$ cat src/hw/rtl/emq_pkg.sv
`default_nettype none
package emq_pkg;

  localparam int DEPTH_DEF = 16;

  // operation codes
  localparam logic [2:0] FN_TICK  = 3'd0;
  localparam logic [2:0] FN_PUSH  = 3'd1;
  localparam logic [2:0] FN_MARK  = 3'd2;
  localparam logic [2:0] FN_ALL   = 3'd3;
  localparam logic [2:0] FN_CLEAR = 3'd4;
  localparam logic [2:0] FN_QUERY = 3'd5;

  // configuration register indexes
  localparam logic [1:0] CFG_ENABLED  = 2'd0;
  localparam logic [1:0] CFG_CAPACITY = 2'd1;

  // one stored slot
  typedef struct packed {
    logic [15:0] tag;
    logic [2:0]  kind;
    logic [31:0] birth;
    logic [15:0] life;
    logic        rd;
  } entry_t;

  localparam int ENTRY_W = $bits(entry_t);

endpackage
`default_nettype wire

$ cat src/hw/rtl/expiring_message_queue.sv
// a clear skips the slot walk below and empties the queue; an accepted push
// appends its new entry once the walk is done
// any other item walks every held slot once through the single read port of the
// slot memory, compacting in place, then the result is registered
// one item at a time; the next beat is taken once the result is registered
// reset (rst, synchronous): queue empty, clock and totals zero, enabled, capacity 16
// slot memory is not cleared; only slots below the fill count are read
`default_nettype none
module expiring_message_queue #(
  parameter int DEPTH = emq_pkg::DEPTH_DEF
) (
  input  wire logic        clk,
  input  wire logic        rst,
  input  wire logic        in_valid,
  output logic             in_stall,
  input  wire logic [2:0]  func,
  input  wire logic [15:0] tag,
  input  wire logic [2:0]  kind,
  input  wire logic [15:0] life_ticks,
  input  wire logic [15:0] elapsed_step,
  output logic             out_valid,
  input  wire logic        out_stall,
  output logic             ok,
  output logic [4:0]       held_count,
  output logic [4:0]       unread_count,
  output logic [4:0]       kind_count,
  output logic [31:0]      pushed_total,
  output logic [31:0]      expired_total,
  output logic             recent_valid,
  output logic [15:0]      recent_tag,
  output logic [2:0]       recent_kind,
  input  wire logic        cfg_valid,
  output logic             cfg_ready,
  input  wire logic [1:0]  cfg_index,
  input  wire logic [4:0]  cfg_data
);

  localparam int AW = (DEPTH > 1) ? $clog2(DEPTH) : 1;
  localparam int CW = $clog2(DEPTH + 1);

  localparam logic [1:0] ST_IDLE = 2'd0;
  localparam logic [1:0] ST_RUN  = 2'd1;
  localparam logic [1:0] ST_APP  = 2'd2;
  localparam logic [1:0] ST_FIN  = 2'd3;

  logic [1:0]    st;
  logic          enabled;
  logic [4:0]    capacity;
  logic [CW-1:0] fill;
  logic [31:0]   clock_ticks;
  logic [31:0]   push_tally;
  logic [31:0]   expire_tally;

  // latched item
  logic [2:0]    q_func;
  logic [15:0]   q_tag;
  logic [2:0]    q_kind;
  logic [15:0]   q_life;
  logic          q_tick;
  logic          q_push;
  logic          q_evict;

  // pass control
  logic [CW-1:0] rd;
  logic [CW-1:0] wr;
  logic [CW-1:0] pidx;
  logic          pv;
  logic          mfound;

  // result accumulators
  logic [CW-1:0] un;
  logic [CW-1:0] kc;
  logic          bf;
  logic [31:0]   bage;
  logic [15:0]   btag;
  logic [2:0]    bkind;

  // memory ports
  logic                   ram_we;
  logic [AW-1:0]          ram_waddr;
  emq_pkg::entry_t        ram_wdata;
  logic [emq_pkg::ENTRY_W-1:0] ram_rdata;
  emq_pkg::entry_t        cur;
  emq_pkg::entry_t        mod;
  emq_pkg::entry_t        newe;
  emq_pkg::entry_t        acc_e;
  logic                   keep;
  logic                   expire;
  logic                   mark_hit;
  logic                   acc_en;
  logic [31:0]            acc_age;
  logic                   acc_best;
  logic                   pass_done;
  logic                   out_load;
  int                     effcap;

  emq_ram #(.WIDTH(emq_pkg::ENTRY_W), .DEPTH(DEPTH)) u_ram (
    .clk   (clk),
    .we    (ram_we),
    .waddr (ram_waddr),
    .wdata (ram_wdata),
    .raddr (rd[AW-1:0]),
    .rdata (ram_rdata)
  );

  assign in_stall  = (st != ST_IDLE);
  assign cfg_ready = 1'b1;
  assign cur       = emq_pkg::entry_t'(ram_rdata);
  assign pass_done = (rd >= fill) && !pv;
  assign out_load  = !out_valid || !out_stall;

  // effective capacity
  always_comb begin
    effcap = int'(capacity);
    if (effcap < 1) effcap = 1;
    if (effcap > DEPTH) effcap = DEPTH;
  end

  // new entry for an accepted push
  always_comb begin
    newe.tag   = q_tag;
    newe.kind  = q_kind;
    newe.birth = clock_ticks;
    newe.life  = q_life;
    newe.rd    = 1'b0;
  end

  // per-slot update of the pass
  always_comb begin
    mod      = cur;
    expire   = q_tick && ((clock_ticks - cur.birth) >= 32'(cur.life));
    keep     = !expire && !(q_evict && pidx == '0);
    mark_hit = (q_func == emq_pkg::FN_MARK) && !mfound && q_tag != 16'd0 &&
               cur.tag == q_tag;
    if (mark_hit || q_func == emq_pkg::FN_ALL) mod.rd = 1'b1;
  end

  // write port and stats feed
  always_comb begin
    ram_we    = 1'b0;
    ram_waddr = wr[AW-1:0];
    ram_wdata = mod;
    acc_en    = 1'b0;
    acc_e     = mod;
    if (st == ST_RUN && pv && keep) begin
      ram_we = 1'b1;
      acc_en = 1'b1;
    end else if (st == ST_APP) begin
      ram_we    = 1'b1;
      ram_wdata = newe;
      acc_e     = newe;
      acc_en    = 1'b1;
    end
    acc_age  = clock_ticks - acc_e.birth;
    acc_best = !bf || (acc_age < bage);
  end

  // sequencer and state
  always_ff @(posedge clk) begin
    if (rst) begin
      st           <= ST_IDLE;
      enabled      <= 1'b1;
      capacity     <= 5'd16;
      fill         <= '0;
      clock_ticks  <= '0;
      push_tally   <= '0;
      expire_tally <= '0;
      out_valid    <= 1'b0;
      pv           <= 1'b0;
    end else begin
      if (cfg_valid && cfg_ready) begin
        if (cfg_index == emq_pkg::CFG_ENABLED) enabled <= cfg_data[0];
        else if (cfg_index == emq_pkg::CFG_CAPACITY) capacity <= cfg_data;
      end

      // result beat: raise on a finished item, drop once taken
      if (st == ST_FIN && out_load) out_valid <= 1'b1;
      else if (!out_stall) out_valid <= 1'b0;

      unique case (st)
        ST_IDLE: begin
          if (in_valid && !in_stall) begin
            q_func  <= func;
            q_tag   <= tag;
            q_kind  <= kind;
            q_life  <= life_ticks;
            q_tick  <= (func == emq_pkg::FN_TICK) && enabled;
            q_push  <= (func == emq_pkg::FN_PUSH) && tag != 16'd0 && life_ticks != 16'd0;
            q_evict <= (func == emq_pkg::FN_PUSH) && tag != 16'd0 && life_ticks != 16'd0 &&
                       fill != '0 && int'(fill) >= effcap;
            if (func == emq_pkg::FN_TICK && enabled)
              clock_ticks <= clock_ticks + 32'(elapsed_step);
            rd     <= '0;
            wr     <= '0;
            pv     <= 1'b0;
            mfound <= 1'b0;
            un     <= '0;
            kc     <= '0;
            bf     <= 1'b0;
            bage   <= '0;
            btag   <= '0;
            bkind  <= '0;
            st     <= (func == emq_pkg::FN_CLEAR) ? ST_FIN : ST_RUN;
          end
        end
        ST_RUN: begin
          if (rd < fill) begin
            rd <= rd + 1'b1;
            pv <= 1'b1;
          end else begin
            pv <= 1'b0;
          end
          pidx <= rd;
          if (pv) begin
            if (expire) expire_tally <= expire_tally + 32'd1;
            if (mark_hit) mfound <= 1'b1;
            if (keep) wr <= wr + 1'b1;
          end
          if (pass_done) st <= q_push ? ST_APP : ST_FIN;
        end
        ST_APP: begin
          wr         <= wr + 1'b1;
          push_tally <= push_tally + 32'd1;
          st         <= ST_FIN;
        end
        ST_FIN: begin
          fill <= wr;
          if (out_load) begin
            st <= ST_IDLE;
          end
        end
        default: st <= ST_IDLE;
      endcase

      // stats over kept and appended slots
      if (acc_en) begin
        if (acc_e.kind == q_kind) kc <= kc + 1'b1;
        if (!acc_e.rd) begin
          un <= un + 1'b1;
          if (acc_best) begin
            bf    <= 1'b1;
            bage  <= acc_age;
            btag  <= acc_e.tag;
            bkind <= acc_e.kind;
          end
        end
      end
    end
  end

  // result register
  always_ff @(posedge clk) begin
    if (st == ST_FIN && out_load) begin
      priority case (1'b1)
        q_func == emq_pkg::FN_TICK: ok <= q_tick;
        q_func == emq_pkg::FN_PUSH: ok <= q_push;
        q_func == emq_pkg::FN_MARK: ok <= mfound;
        q_func == emq_pkg::FN_ALL || q_func == emq_pkg::FN_CLEAR ||
          q_func == emq_pkg::FN_QUERY: ok <= 1'b1;
        default: ok <= 1'b0;
      endcase
      held_count    <= 5'(wr);
      unread_count  <= 5'(un);
      kind_count    <= 5'(kc);
      pushed_total  <= push_tally;
      expired_total <= expire_tally;
      recent_valid  <= bf;
      recent_tag    <= bf ? btag : 16'd0;
      recent_kind   <= bf ? bkind : 3'd0;
    end
  end

  // checks
  a_fill_bound: assert property (@(posedge clk) disable iff (rst)
    int'(fill) <= DEPTH) else $error("fill above depth");
  a_compact: assert property (@(posedge clk) disable iff (rst)
    (st == ST_RUN) |-> (wr <= rd)) else $error("write ahead of read");
  a_idle_clean: assert property (@(posedge clk) disable iff (rst)
    (st == ST_FIN) |=> !pv) else $error("pending read after pass");

endmodule
`default_nettype wire

$ cat src/hw/rtl/emq_ram.sv
`default_nettype none
module emq_ram #(
  parameter int WIDTH = 8,
  parameter int DEPTH = 16,
  localparam int AW = (DEPTH > 1) ? $clog2(DEPTH) : 1
) (
  input  wire logic             clk,
  input  wire logic             we,
  input  wire logic [AW-1:0]    waddr,
  input  wire logic [WIDTH-1:0] wdata,
  input  wire logic [AW-1:0]    raddr,
  output logic      [WIDTH-1:0] rdata
);

  logic [WIDTH-1:0] mem [DEPTH];

  // write port and registered read port
  always_ff @(posedge clk) begin
    if (we) begin
      mem[waddr] <= wdata;
    end
    rdata <= mem[raddr];
  end

endmodule
`default_nettype wire

$ cat config.mk
export PLATFORM = sky130hd
export DESIGN_NAME = expiring_message_queue
export DESIGN_NICKNAME = d
export VERILOG_FILES = /design/src/hw/rtl/emq_pkg.sv /design/src/hw/rtl/expiring_message_queue.sv /design/src/hw/rtl/emq_ram.sv
export SDC_FILE = /design/constraint.sdc
export NUM_CORES = 2
export LEC_CHECK = 0
export ABC_CLOCK_PERIOD_IN_PS = 12300
export BUFFER_PORTS_ARGS = -buffer_cell sky130_fd_sc_hd__buf_4
export CORE_AREA = 2 2 339 341
export DETAILED_ROUTE_END_ITERATION = 10
export DIE_AREA = 0 0 341 343
export GPL_ROUTABILITY_DRIVEN = 0
export GPL_TIMING_DRIVEN = 0
export PLACE_DENSITY = 0.71
export SYNTH_ARGS = -nofsm -noshare
export SYNTH_HDL_FRONTEND = slang
export SYNTH_SLANG_ARGS = --single-unit
$ cat constraint.sdc
create_clock -name clk -period 12.3 [get_ports clk]
set_clock_uncertainty 0.05 [all_clocks]
set_input_delay 0.615 -clock clk [delete_from_list [all_inputs] [get_ports clk]]
set_output_delay 0.615 -clock clk [all_outputs]
set_load 0.005 [all_outputs]
; ---- Word-level counts from Yosys, hierarchy flattened
; Memories as Yosys holds them, arrays and structs flattened. A register that Yosys moved wholly into a read port is not among the register bits.
; Index checks and enable logic that the tools add are counted.
[word_totals]
regBits = 330
ramBits = 1088
mem_count = 1
[classes]
addsub = 9
order_cmp = 7
eq_ne = 21
muxes = 61
bitwise = 2
n_reduce_logical = 52
[mem_list]
columns = name, words, width, read_ports, rd_clocked_by_memory_dff, write_ports, line
row1 = u_ram.mem, 16, 68, 1, 1, 1, emq_ram.sv:15  ; logic [WIDTH-1:0] mem [DEPTH];
[op_table]
columns = cell, n
row1 = 32-bit two-way mux, 5
row2 = 68-bit two-way mux, 2
row3 = 16-bit two-way mux, 5
row4 = 5-bit two-way mux, 14
row5 = "32-bit by 1-bit adder with 32-bit output, second input constant", 2
row6 = 32-bit subtractor, 2
row7 = 16-bit nonzero test, 3
row8 = 32-bit by 16-bit adder with 32-bit output, 1
row9 = 32-bit by 16-bit greater-or-equal comparator with 1-bit output, 1
row10 = 6-bit by 32-bit greater-or-equal comparator with 1-bit output, 1
row11 = "32-bit by 6-bit greater-than comparator with 1-bit output, second input constant", 1
row12 = 32-bit < comparator, 1
row13 = 1-bit two-way mux, 21
row14 = "5-bit by 1-bit adder with 5-bit output, second input constant", 4
row15 = 16-bit == test, 1
row16 = 1-bit logical AND, 16
row17 = 3-bit two-way mux, 5
row18 = 5-bit case mux with 3 select lines, 1
row19 = 3-bit AND reduction, 5
row20 = "2-bit inequality test, second input constant", 6
row21 = 5-bit case mux with 2 select lines, 1
row22 = 5-bit AND reduction, 2
row23 = "3-bit == test, second input constant", 3
row24 = 1-bit zero test, 8
row25 = other kinds (22), 41

; ---- Longest topological paths before layout
[logic_depth]
depth_word = 14
mapped_depth = 52

; ---- By module
; Synthesis repeated with hierarchy kept, for this count alone.
[hier_totals]
cells_unflattened = 3864
hier_area_um2 = 61670.4
[by_module_without_submodules]
columns = mod, n_inst, cells_each, area_each_um2, seq_area_each_um2
row1 = emq_ram, 1, 1750, 41980.3, 34032.6
row2 = expiring_message_queue, 1, 2114, 19690.1, 8798.4

; ---- Least setup slack after synthesis
; OpenSTA, ideal clock, no wires.
[synth_path]
kind = flip-flop to flip-flop
from = reg clock_ticks[0]
to = reg btag[13] (data pin)
arrival_ps = 9438
path_slack_ps = 2558
stages_incl_launch_ff = 52
n_path_buf = 3
synth_period_minus_slack_ps = 9742
path_cell_list = dfxtp_1 inv_1 ha_1 fa_1 nand2b_1 a21oi_1 o21ai_1 a21oi_1 nor2_1 xnor2_1 ha_1 o21ai_0 nor2_1 a211oi_1 o2111ai_1 nor4_1 o2111ai_1 nor4_4 [... 16 more ...] o21ai_1 mux2_2 nand2_1 ha_1 a21o_1 a21o_1 a21oi_1 nor2b_1 o21ai_0 nand2b_1 a21oi_1 nor2b_1 o21ai_0 nand3_1 buf_2 buf_4 and3_1 a21o_1
[synth_rtl]
columns = item, line
row1 = start: declaration, expiring_message_queue.sv:50  ; logic [31:0] clock_ticks;
row2 = start signal: assignment, expiring_message_queue.sv:192  ; clock_ticks <= clock_ticks + 32'(elapsed_step);
row3 = end signal: assignment, expiring_message_queue.sv:243  ; btag <= acc_e.tag;
row4 = end: declaration, expiring_message_queue.sv:75  ; logic [15:0] btag;

==> impl_metrics.yaml <==
die:
  io_pins: 169
  start_util: 0.5454
  die_area_sq_mm: 0.1170
  placementRows: 124
  die_y_um: 343
  die_w_um: 341
  core-area_sq_mm: 0.1134
clock_network:
  cts_max_level: 4
  cts.sinks: 1486
  cts_root_buffer: "clkbuf_16"
  clk_latency_ps: 770
  cts_buffer_depth: 3
  cts_tree: "done"
  clkTransAtPathRegs_ps: 60
  cts_made_buffers: 150
global_route:
  grt_pass1_vias: 35010
  grt_usage: 0.2718
  grt_pass1_wl_um: 231400
  grt_overflow: 0
  grt_max_degree: 63
  antenna_found_initial: 0
placed_design:
  place_hpwl_um: 107000
  io_buffers: 167
min_path:
  holdPathStages: 1
  hp-start: "func[1]"
  hold_end: "q_func[1]"
  hold_path.class: "in -> reg"
timing:
  finalSetupViolCount: 0
  max_slew_margin: 0.08303
  tightest_slew_ps: 1361
  fin_crit_ps: 11740
  hold_viol_final: 0
  drv_slew: 0
  period_share: 0.9547
  holdWs_ps: 40.60
  fmax_mhz: 85.16
logic_synthesis:
  yosys_warnings: 0
  postSynthCellCount: 3666
  yosysUniqueCellTypes: 85
  yosys_register_bits: 1486
  yosysTopAreaCell: "edfxtp_1"
  ys_seq_area_frac: 0.6924
  synth-edff-count: 1307
  synth_nets: 3882
  synth_ff_type: "edfxtp_1"
  synth.cell_area_sq_mm: 0.06186
  yosysMostFrequentCell: "edfxtp_1"
  synthTopCellsByArea: "edfxtp_1 63%, mux4_2 12%, dfxtp_1 5.8%"
  async_reset_ff_frac: 0
  synthTopCellsByCount: "1307 x edfxtp_1, 340 x mux4_2, 204 x nand2_1"
  syn_avg_cell_area_sq_um: 16.87
  synth.top_cell.area_share: 0.6345
power_and_ir_drop:
  max-vdd-ir-drop_v: 0.0001371
  powerDensity_mw_per_mm2: 206.0
  power_w: 0.01483
  p_leak_nw: 24.86
cells_and_area:
  n_antenna_cell: 0
  fill_cells: 7846
  fin_nets: 4338
  drive_gt1_frac: 0.2193
  area.growth.synth_to_final_pct: 16.37
critical_path:
  regToRegStartpoint: "clock_ticks[0]"
  timing.rr.end: "bage[29]"
  critPathLaunchType: "flip-flop"
  critical_path_required_ps: 12730
  critical_path_class: "reg -> reg"
  cpPeakStageDelay_ps: 830
  critical_path_arrival_ps: 12170
  cp_max_fo: 19
  reg2reg_slack_ps: 560
  crit_slowest_cell: "a2111oi_0"
  r2r_cells: 46
  worst_setup_path_end_kind: "flip-flop"
drt:
  drt_iter0_markers: 4211
  dr.pass1.iters: 6
  drc_errors: 0
  routedWlPerCell_um: 27.45
  routed-via-count: 35800
  antenna_left: 0
  vias_per_cell: 6.213
  routed_wl_um: 158100
run_status:
  status: "finished, final reports clean"
job:
  max_cap_viol_count: 0
## cell usage in the layout, fill, tap and decap left out, types with 47 or more instances in the layout
master,n
nor2_1,162
xor2_1,60
clkbuf_1,136
and3_1,53
inv_1,155
a21oi_1,134
buf_4,194
o21ai_0,87
a21o_1,60
nand2_1,204
clkbuf_16,157
ha_1,147
mux4_2,340
dfxtp_1,178
o21ai_1,47
edfxtp_1,1307
xnor2_1,74
## state kept, by name, indices dropped and copies added, names as in the netlist, 5 cells and up
name / count
unread_count: 5
kind_count: 5
wr: 5
fill: 5
capacity: 5
btag: 16
expired_total: 32
expire_tally: 32
pidx: 5
push_tally: 32
clock_ticks: 32
kc: 5
u_ram.mem: 1088
bage: 32
q_life: 16
rd: 5
held_count: 5
pushed_total: 32
q_tag: 16
un: 5
u_ram.rdata: 68
recent_tag: 16
## report_power, final
part | internal [W] | leakage [nW] | switching, W
combinational | 0.00134 | 9.09 | 0.00232
clock | 0.00266 | 2.43 | 0.00191
sequential | 0.00645 | 13.3 | 0.000144
total | 0.0105 | 24.9 | 0.00437
## metrics by stage
stage	area [sq um]	setup TNS, ps	setup WS, ps	utilization	std cells
CTS	71910	0	73.45	0.6341	5757
detailed placement	66600	-38650	-1016	0.5872	5444
finish	71980	0	557.0	0.6347	5761
global route	71980	-16.52	-16.52	0.6347	5761
floorplan	61860	0	2558	-	3666
global placement	65000	-1780990	-4812	0.5731	5345
## layout make-up
class / instances / area (sq um) / share of cell area
Sequential cell: 1486 / 42830 / 0.5950
Multi-Input combinational cell: 1869 / 17990 / 0.2499
Clock buffer: 215 / 4357 / 0.06052
Timing Repair Buffer: 305 / 3092 / 0.04295
Tap cell: 1512 / 1892 / 0.02628
Buffer: 153 / 630.6 / 0.008761
Clock inverter: 64 / 596.8 / 0.008291
Inverter: 157 / 591.8 / 0.008222
## per-layer routing
layer,vias up,track usage,share of wire
met4,0,0.1000,0.035
met3,307,0.04277,0.084
met5,-,0,0
met2,1807,0.4376,0.48
met1,18310,0.3799,0.40
li1,15370,-,-
## worst max path at each step
stage                        start          endpoint  slack (ps)  depth (start not counted)
finish              clock_ticks[0]          bage[29]         560                         46
global route        clock_ticks[0]          bage[29]         -20                         52
CTS                 clock_ticks[1]          bage[29]          70                         44
global placement    clock_ticks[1]  u_ram.mem[1][29]       -4810                         20
floorplan           clock_ticks[0]          btag[13]        2560                         51
detailed placement  clock_ticks[1]          bage[29]       -1020                         45
## kinds of logic after synthesis
kind of cell    after synthesis  synth area share
mux                         388            0.1321
fa+ha+maj                   150           0.03071
xor+xnor                    134           0.01897
simple gates                716           0.05643
flops                      1486            0.6924
buf+inv                     311           0.01964
other cells                   1        0.00006062
compound gates              480           0.04970
## worst max-delay path, delay by kind of cell (launching register included)
family | cells | cell delay [ps]
DFF | 1 | 360
and+or+nand+nor | 8 | 1360
muxes | 1 | 140
AOI/OAI and AO/OA | 23 | 5710
buffers and inverters | 7 | 1660
adders and majority gates | 5 | 1620
xor gates and xnor gates | 2 | 540
## timing repair
| item | in CTS | in global routing |
|---|---|---|
| buffers inserted | 1 | 3 |
| setup endpoints to repair | 52 | 52 |
| pin swaps | 1 | 2 |
| endpoints found under the hold margin | 34 | 0 |
| hold buffers | 34 | 0 |
| resized for setup | 4 | 14 |
Note: power is estimated with default switching activity, not from simulation.
